===== src/gpe_pkg.sv =====
package gpe_pkg;

    localparam int GLYPH_SIZE  = 8;
    localparam int GLYPH_BITS  = GLYPH_SIZE * GLYPH_SIZE;
    localparam int PIX_IDX_W   = $clog2(GLYPH_BITS);
    localparam int ROW_IDX_W   = $clog2(GLYPH_SIZE);

    localparam int COORD_W     = 13;
    localparam int CODE_W      = 7;
    localparam int COLOR_W     = 8;
    localparam int PIXEL_W     = 3 * COLOR_W;
    localparam int PITCH_W     = 16;
    localparam int STRIDE_W    = PITCH_W - 2;
    localparam int OFFSET_W    = 25;
    localparam int PROD_W      = COORD_W + STRIDE_W;

    localparam int IN_TDATA_W  = 64;
    localparam int OUT_TDATA_W = 56;
    localparam int CFG_INDEX_W = 2;
    localparam int CFG_DATA_W  = 16;

    localparam logic [CFG_INDEX_W-1:0] REG_SCREEN_WIDTH  = 2'd0;
    localparam logic [CFG_INDEX_W-1:0] REG_SCREEN_HEIGHT = 2'd1;
    localparam logic [CFG_INDEX_W-1:0] REG_PITCH_BYTES   = 2'd2;

    localparam logic [COORD_W-1:0] RESET_WIDTH  = 13'd1024;
    localparam logic [COORD_W-1:0] RESET_HEIGHT = 13'd768;
    localparam logic [PITCH_W-1:0] RESET_PITCH  = 16'd4096;

    localparam logic [CODE_W-1:0] CHAR_BANG = 7'd33;
    localparam logic [CODE_W-1:0] CHAR_E    = 7'd69;
    localparam logic [CODE_W-1:0] CHAR_H    = 7'd72;
    localparam logic [CODE_W-1:0] CHAR_L    = 7'd76;
    localparam logic [CODE_W-1:0] CHAR_O    = 7'd79;

    // Whole glyph as one word: the top row sits in the top byte, and within
    // a row the leftmost pixel is the most significant bit.
    function automatic logic [GLYPH_BITS-1:0] glyph_bits(input logic [CODE_W-1:0] code);
        logic [GLYPH_BITS-1:0] g;
        case (code)
            CHAR_BANG: g = 64'h1818_1818_1800_1800;
            CHAR_E:    g = 64'hFF80_80FE_8080_FF00;
            CHAR_H:    g = 64'h8181_81FF_FF81_8181;
            CHAR_L:    g = 64'h8080_8080_8080_FF00;
            CHAR_O:    g = 64'hFF81_8181_8181_FF00;
            default:   g = '0;
        endcase
        return g;
    endfunction

endpackage


===== src/glyph_pixel_expander.sv =====
// glyph_pixel_expander turns one character item (position, code, color) into
// the framebuffer writes of its 8x8 glyph, in row order from the top and,
// within a row, from the leftmost pixel. Pixels that are blank in the glyph
// or fall outside the configured screen produce nothing, and the final write
// of a character carries tlast; a character with no visible pixel produces no
// item at all. The pixel emitter delivers one write per cycle, unless the
// receiver holds off tready, through a single output register. The next
// character is accepted in the same cycle that the previous one's last
// write is loaded into the output register. Configuration writes are always
// accepted and belong between characters: the screen size is applied when a
// character is accepted, and the pitch while its writes are being emitted.
module glyph_pixel_expander (
    input  logic                            clk,
    input  logic                            rst_n,
    // Bits from the lowest up: origin_x[12:0], origin_y[25:13],
    // char_code[32:26], red[40:33], green[48:41], blue[56:49], zero fill.
    input  logic [gpe_pkg::IN_TDATA_W-1:0]  s_axis_tdata,
    input  logic                            s_axis_tvalid,
    output logic                            s_axis_tready,
    // Bits from the lowest up: word_offset[24:0], pixel_word[48:25], zero fill.
    output logic [gpe_pkg::OUT_TDATA_W-1:0] m_axis_tdata,
    output logic                            m_axis_tvalid,
    input  logic                            m_axis_tready,
    // last_write: high on the final write of a character.
    output logic                            m_axis_tlast,
    input  logic                            cfg_valid,
    output logic                            cfg_ready,
    input  logic [gpe_pkg::CFG_INDEX_W-1:0] cfg_index,
    input  logic [gpe_pkg::CFG_DATA_W-1:0]  cfg_data
);
    import gpe_pkg::*;

    // Configuration registers.
    logic [COORD_W-1:0] width_reg;
    logic [COORD_W-1:0] height_reg;
    logic [PITCH_W-1:0] pitch_reg;

    // Current character: remaining visible pixels, origin and color.
    logic [GLYPH_BITS-1:0] pend_reg, pend_next;
    logic [COORD_W-1:0]    ox_reg;
    logic [COORD_W-1:0]    oy_reg;
    logic [PIXEL_W-1:0]    color_reg;

    // Output register.
    logic                  out_valid_reg;
    logic [OFFSET_W-1:0]   out_offset_reg;
    logic [PIXEL_W-1:0]    out_pixel_reg;
    logic                  out_last_reg;

    // Input fields.
    logic [COORD_W-1:0] in_ox;
    logic [COORD_W-1:0] in_oy;
    logic [CODE_W-1:0]  in_code;
    logic [PIXEL_W-1:0] in_color;

    assign in_ox    = s_axis_tdata[12:0];
    assign in_oy    = s_axis_tdata[25:13];
    assign in_code  = s_axis_tdata[32:26];
    assign in_color = {s_axis_tdata[40:33], s_axis_tdata[48:41], s_axis_tdata[56:49]};

    // Visibility mask of an incoming character. Bit r*8+c is row r, column c,
    // so the lowest set bit is always the next write in scan order.
    logic [GLYPH_BITS-1:0] glyph;
    logic [GLYPH_SIZE-1:0] col_ok;
    logic [GLYPH_SIZE-1:0] row_ok;
    logic [GLYPH_BITS-1:0] in_mask;
    logic [COORD_W:0]      xc [GLYPH_SIZE];
    logic [COORD_W:0]      yc [GLYPH_SIZE];

    always_comb
    begin
        glyph = glyph_bits(in_code);
        for (int i = 0; i < GLYPH_SIZE; i++)
        begin
            xc[i]     = {in_ox[COORD_W-1], in_ox} + (COORD_W+1)'(i);
            yc[i]     = {in_oy[COORD_W-1], in_oy} + (COORD_W+1)'(i);
            col_ok[i] = !xc[i][COORD_W] && (xc[i][COORD_W-1:0] < width_reg);
            row_ok[i] = !yc[i][COORD_W] && (yc[i][COORD_W-1:0] < height_reg);
        end
        for (int r = 0; r < GLYPH_SIZE; r++)
        begin
            for (int c = 0; c < GLYPH_SIZE; c++)
            begin
                in_mask[r*GLYPH_SIZE + c] = glyph[GLYPH_BITS-1 - (r*GLYPH_SIZE + c)]
                                            & col_ok[c] & row_ok[r];
            end
        end
    end

    // Pick the next pending pixel: isolate the lowest set bit and encode it.
    logic [GLYPH_BITS-1:0] pick;
    logic [GLYPH_BITS-1:0] pend_rest;
    logic [PIX_IDX_W-1:0]  pick_idx;
    logic                  pick_last;
    logic                  out_adv;
    logic                  emit;

    always_comb
    begin
        pick     = pend_reg & (~pend_reg + GLYPH_BITS'(1));
        pick_idx = '0;
        for (int i = 0; i < GLYPH_BITS; i++)
        begin
            if (pick[i])
            begin
                pick_idx = pick_idx | PIX_IDX_W'(i);
            end
        end
    end

    assign pend_rest = pend_reg & ~pick;
    assign pick_last = (pend_rest == '0);
    assign out_adv   = !out_valid_reg || m_axis_tready;
    assign emit      = (pend_reg != '0) && out_adv;

    // A new character may enter once nothing of the current one stays pending.
    assign s_axis_tready = (pend_reg == '0) || (emit && pick_last);
    assign cfg_ready     = 1'b1;

    // Address of the picked pixel.
    logic [ROW_IDX_W-1:0] pick_row;
    logic [ROW_IDX_W-1:0] pick_col;
    logic [COORD_W-1:0]   px;
    logic [COORD_W-1:0]   py;
    logic [STRIDE_W-1:0]  stride;
    logic [PROD_W-1:0]    prod;
    logic [OFFSET_W-1:0]  offset;

    assign pick_row = pick_idx[PIX_IDX_W-1:ROW_IDX_W];
    assign pick_col = pick_idx[ROW_IDX_W-1:0];
    assign px       = ox_reg + COORD_W'(pick_col);
    assign py       = oy_reg + COORD_W'(pick_row);
    assign stride   = pitch_reg[PITCH_W-1:2];
    assign prod     = PROD_W'(py) * PROD_W'(stride);
    assign offset   = OFFSET_W'(prod + PROD_W'(px));

    always_comb
    begin
        pend_next = emit ? pend_rest : pend_reg;
        if (s_axis_tvalid && s_axis_tready)
        begin
            pend_next = in_mask;
        end
    end

    always_ff @(posedge clk or negedge rst_n)
    begin
        if (!rst_n)
        begin
            width_reg     <= RESET_WIDTH;
            height_reg    <= RESET_HEIGHT;
            pitch_reg     <= RESET_PITCH;
            pend_reg      <= '0;
            out_valid_reg <= 1'b0;
        end
        else
        begin
            if (cfg_valid)
            begin
                unique case (cfg_index)
                    REG_SCREEN_WIDTH:  width_reg  <= cfg_data[COORD_W-1:0];
                    REG_SCREEN_HEIGHT: height_reg <= cfg_data[COORD_W-1:0];
                    REG_PITCH_BYTES:   pitch_reg  <= cfg_data;
                    default:           ;
                endcase
            end
            pend_reg <= pend_next;
            if (out_adv)
            begin
                out_valid_reg <= emit;
            end
        end
    end

    always_ff @(posedge clk)
    begin
        if (s_axis_tvalid && s_axis_tready)
        begin
            ox_reg    <= in_ox;
            oy_reg    <= in_oy;
            color_reg <= in_color;
        end
        if (emit)
        begin
            out_offset_reg <= offset;
            out_pixel_reg  <= color_reg;
            out_last_reg   <= pick_last;
        end
    end

    assign m_axis_tvalid = out_valid_reg;
    assign m_axis_tlast  = out_last_reg;
    assign m_axis_tdata  = {(OUT_TDATA_W - OFFSET_W - PIXEL_W)'(0), out_pixel_reg,
                            out_offset_reg};

    // A pixel loaded into an empty or draining output register shows up next.
    a_emit_valid: assert property (@(posedge clk) disable iff (!rst_n)
        emit |=> m_axis_tvalid)
        else $error("pixel write lost on its way to the output register");

    // A new character never overwrites pixels that are still pending.
    a_no_overwrite: assert property (@(posedge clk) disable iff (!rst_n)
        (s_axis_tvalid && s_axis_tready) |-> ((pend_reg == '0) || (emit && pend_rest == '0)))
        else $error("character accepted while pixels remain");

    // The picker selects at most one pixel.
    a_pick_onehot: assert property (@(posedge clk) disable iff (!rst_n)
        $onehot0(pick))
        else $error("pixel picker selected several bits");

    // A write that is not the last leaves more work behind.
    a_more_pending: assert property (@(posedge clk) disable iff (!rst_n)
        (emit && !pick_last) |=> (pend_reg != '0))
        else $error("pending pixels vanished before the last write");

endmodule


===== config.mk =====
export PLATFORM = sky130hd
export DESIGN_NAME = glyph_pixel_expander
export DESIGN_NICKNAME = d
export VERILOG_FILES = /design/src/gpe_pkg.sv /design/src/glyph_pixel_expander.sv
export SDC_FILE = /design/constraint.sdc
export NUM_CORES = 1
export LEC_CHECK = 0
export BUFFER_PORTS_ARGS = -buffer_cell sky130_fd_sc_hd__buf_2
export CAP_MARGIN = 20
export CORE_MARGIN = 2
export CORE_UTILIZATION = 50
export CTS_BUF_LIST = sky130_fd_sc_hd__clkbuf_2
export DETAILED_ROUTE_END_ITERATION = 16
export PLACE_DENSITY = 0.66
export SLEW_MARGIN = 30
export SYNTH_ARGS = -nofsm -noshare
export SYNTH_HDL_FRONTEND = slang
export SYNTH_SLANG_ARGS = --single-unit

===== constraint.sdc =====
create_clock -name clk -period 13.2 [get_ports clk]
set_input_delay 0.66 -clock clk [delete_from_list [all_inputs] [get_ports clk]]
set_output_delay 0.66 -clock clk [all_outputs]
set_load 0.005 [all_outputs]

==> results.json <==
{
  "antenna_left": 0,
  "setup_violations": 0,
  "worst_r2r_path_depth": 37,
  "hold_violations": 0,
  "async_reset_ff_share_pct": 51.2,
  "critical_path_class": "register to register",
  "ys.flop_type": "dfrtp_1",
  "fin_crit_sh_pct": 86.4,
  "crit_slowest_cell": "xor2_1",
  "drt-initial-drc-count": 1615,
  "ys_seq_area_share_pct": 25.1,
  "die_y_um": 216,
  "start_util_pct": 50.7,
  "setup-tns-final_ps": 0,
  "netlist_area_sq_um": 22400,
  "cp.required_ps": 13990,
  "row_count": 77,
  "tightest_slew_ps": 983,
  "hpwlAfterDp_um": 50200,
  "portBuffers": 131,
  "crit_path_end_kind": "register",
  "grt_usage_pct": 28.9,
  "hp-class": "input port to register",
  "post-route-min-period_ps": 11410,
  "fmax_ghz": 0.0876,
  "r2r-end": "out_offset_reg[22]",
  "io_pins": 147,
  "clock-root-buffer": "clkbuf_2",
  "cp-startpoint": "pend_reg[9]",
  "antenna_found_initial": 4,
  "pre_cts_ws_ps": 1900,
  "crit_fanout": 21,
  "synth_edf_count": 100,
  "arrival_ps": 12200,
  "outcome": "completed",
  "dieArea_sq_um": 46500,
  "crit_top_cell": "fa_1",
  "viasPerCell": 5.84,
  "core-area_sq_um": 44200,
  "drive_above_1_share_pct": 11.9,
  "htreeDepth": 2,
  "clkLatencyLatePin_ps": 1040,
  "grt_start_max_net_pins": 61,
  "startpoint_type": "register",
  "drv_cap": 0,
  "largest_reg_flops": 64,
  "routed_wl_um": 66600,
  "ys_ff_latch": 205,
  "ys_types": 88,
  "rsz0062_at_grt": "false",
  "reg2reg_from": "pend_reg[9]",
  "synthCells": 2428,
  "crit_end": "out_offset_reg[22]",
  "slew_violations": 0,
  "setup_slack_ps": 1790,
  "drc": 0,
  "grt.overflow.total": 0,
  "layout.nets": 3132,
  "cts_inserted_buffers": 55,
  "place_congestion": 0.982,
  "grt_pass1_wl_um": 106000,
  "cts_sinks": 205,
  "ys_warn_count": 0,
  "max_slew_margin_pct": 34.3,
  "drt-wirelength-per-cell_um": 20.5,
  "die_x_um": 216,
  "avgSynthCellArea_sq_um": 9.23,
  "clockBufferDepth": 3,
  "dr.pass1.iters": 7,
  "cp_slowest_stage_delay_ps": 730,
  "vias": 19000,
  "clkTransAtPathRegs_ps": 100,
  "reg2reg_slack_ps": 1790,
  "fin_skew_ps": 99.8,
  "cts_tree": "yes",
  "area_delta_synth_final_pct": 10.8,
  "grt_pass1_vias": 19400,
  "hold_depth": 4
}
-- worst max-delay path: cells and delay by family (launching register included) --
| family | cells | cell delay, ps |
|---|---|---|
| and+or+nand+nor | 15 | 4070 |
| DFF | 1 | 450 |
| adders and majority gates | 9 | 3960 |
| AOI/OAI and AO/OA | 7 | 1570 |
| xor gates and xnor gates | 2 | 800 |
| buffers and inverters | 4 | 330 |
-- worst min path at each step --
stage / from / to / slack (ps)
2_1_floorplan: rst_n / height_reg[0] / 360
4_1_cts: s_axis_tdata[3] / ox_reg[3] / 2
6_report: s_axis_tdata[30] / pend_reg[7] / 70
3_5_place_dp: color_reg[14] / out_pixel_reg[14] / 400
5_1_grt: s_axis_tdata[3] / ox_reg[3] / 20
3_3_place_gp: color_reg[0] / out_pixel_reg[0] / 400
-- logic make-up (layout without fill, tap and decap cells) --
family	after synthesis	count (layout)	share of synthesized area [%]
buf+inv	343	565	6.04
other cells	2	11	0.0335
simple gates	768	768	17.2
fa+ha+maj	434	434	29.0
xor+xnor	188	188	7.35
mux	30	30	1.50
flops	205	205	25.1
compound gates	458	458	13.8
-- placed cells by master (no fill, tap or decap), types with 71 or more instances in the layout --
cell / instances
a21oi_1: 97
and2_1: 94
buf_2: 130
clkbuf_2: 87
dfrtp_1: 101
dlygate4sd3_1: 71
edfxtp_1: 100
fa_1: 142
ha_1: 290
inv_1: 240
nand2_1: 235
nor2_1: 156
o21ai_0: 110
xnor2_1: 93
xor2_1: 95
-- area by class of cell --
type                            count  area (sq um)
Fill cell                        4011         19400
Multi-Input combinational cell   1886         15500
Sequential cell                   205          5640
Timing Repair Buffer              224          1530
Inverter                          241           905
Tap cell                          592           741
Clock buffer                       87           435
Clock inverter                     13           109
Antenna cell                        3          7.51
-- routing by layer --
layer  part of all wire (%)  up-vias  routed length (um)  global-route usage [%]
met5                      0        -                   0                       0
met4                    4.1        0                2740                    12.7
met3                    6.9      158                4620                    4.82
met2                     45      742               29800                    45.6
met1                     44     9249               29500                    39.3
li1                       -     8843                   -                       -
-- through the flow --
| step | util (%) | cells | cell area [sq um] | hold slack (ps) |
|---|---|---|---|---|
| after floorplan | - | 2434 | 22400 | 364 |
| after global placement | 53.3 | 3077 | 23600 | 401 |
| after detailed placement | 53.3 | 3077 | 23600 | 405 |
| after CTS | 56.1 | 3248 | 24800 | 1.99 |
| after global routing | 56.2 | 3251 | 24800 | 20.5 |
| final | 56.2 | 3251 | 24800 | 65.9 |
-- Yosys cell counts (15+ instances only) --
cell type	instances	share of area [%]
nor3_1	52	1.2
o21ai_0	110	2.5
nand4_1	30	0.84
o21a_1	41	1.4
and3_1	23	0.64
a21o_1	29	0.97
mux2_2	29	1.5
inv_1	240	4.0
ha_1	290	16
or3_1	15	0.42
nor4_1	15	0.42
xnor2_1	93	3.6
fa_1	142	13
and2_1	95	2.7
xor2_1	95	3.7
nand3_1	58	1.3
a21oi_1	97	2.2
edfxtp_1	100	13
nor2_1	156	2.6
nand2_1	235	3.9
o31ai_1	37	1.2
dfrtp_1	101	11
nor2b_1	18	0.50
clkbuf_1	71	1.2
-- timing repair --
item	in CTS	in global routing
hold endpoints to repair	123	0
setup buffers	0	0
hold buffers	71	0
gates resized for setup	0	0
Power is not shown: default switching activity piles up to over one toggle a cycle in this logic, so the estimate is an artifact.
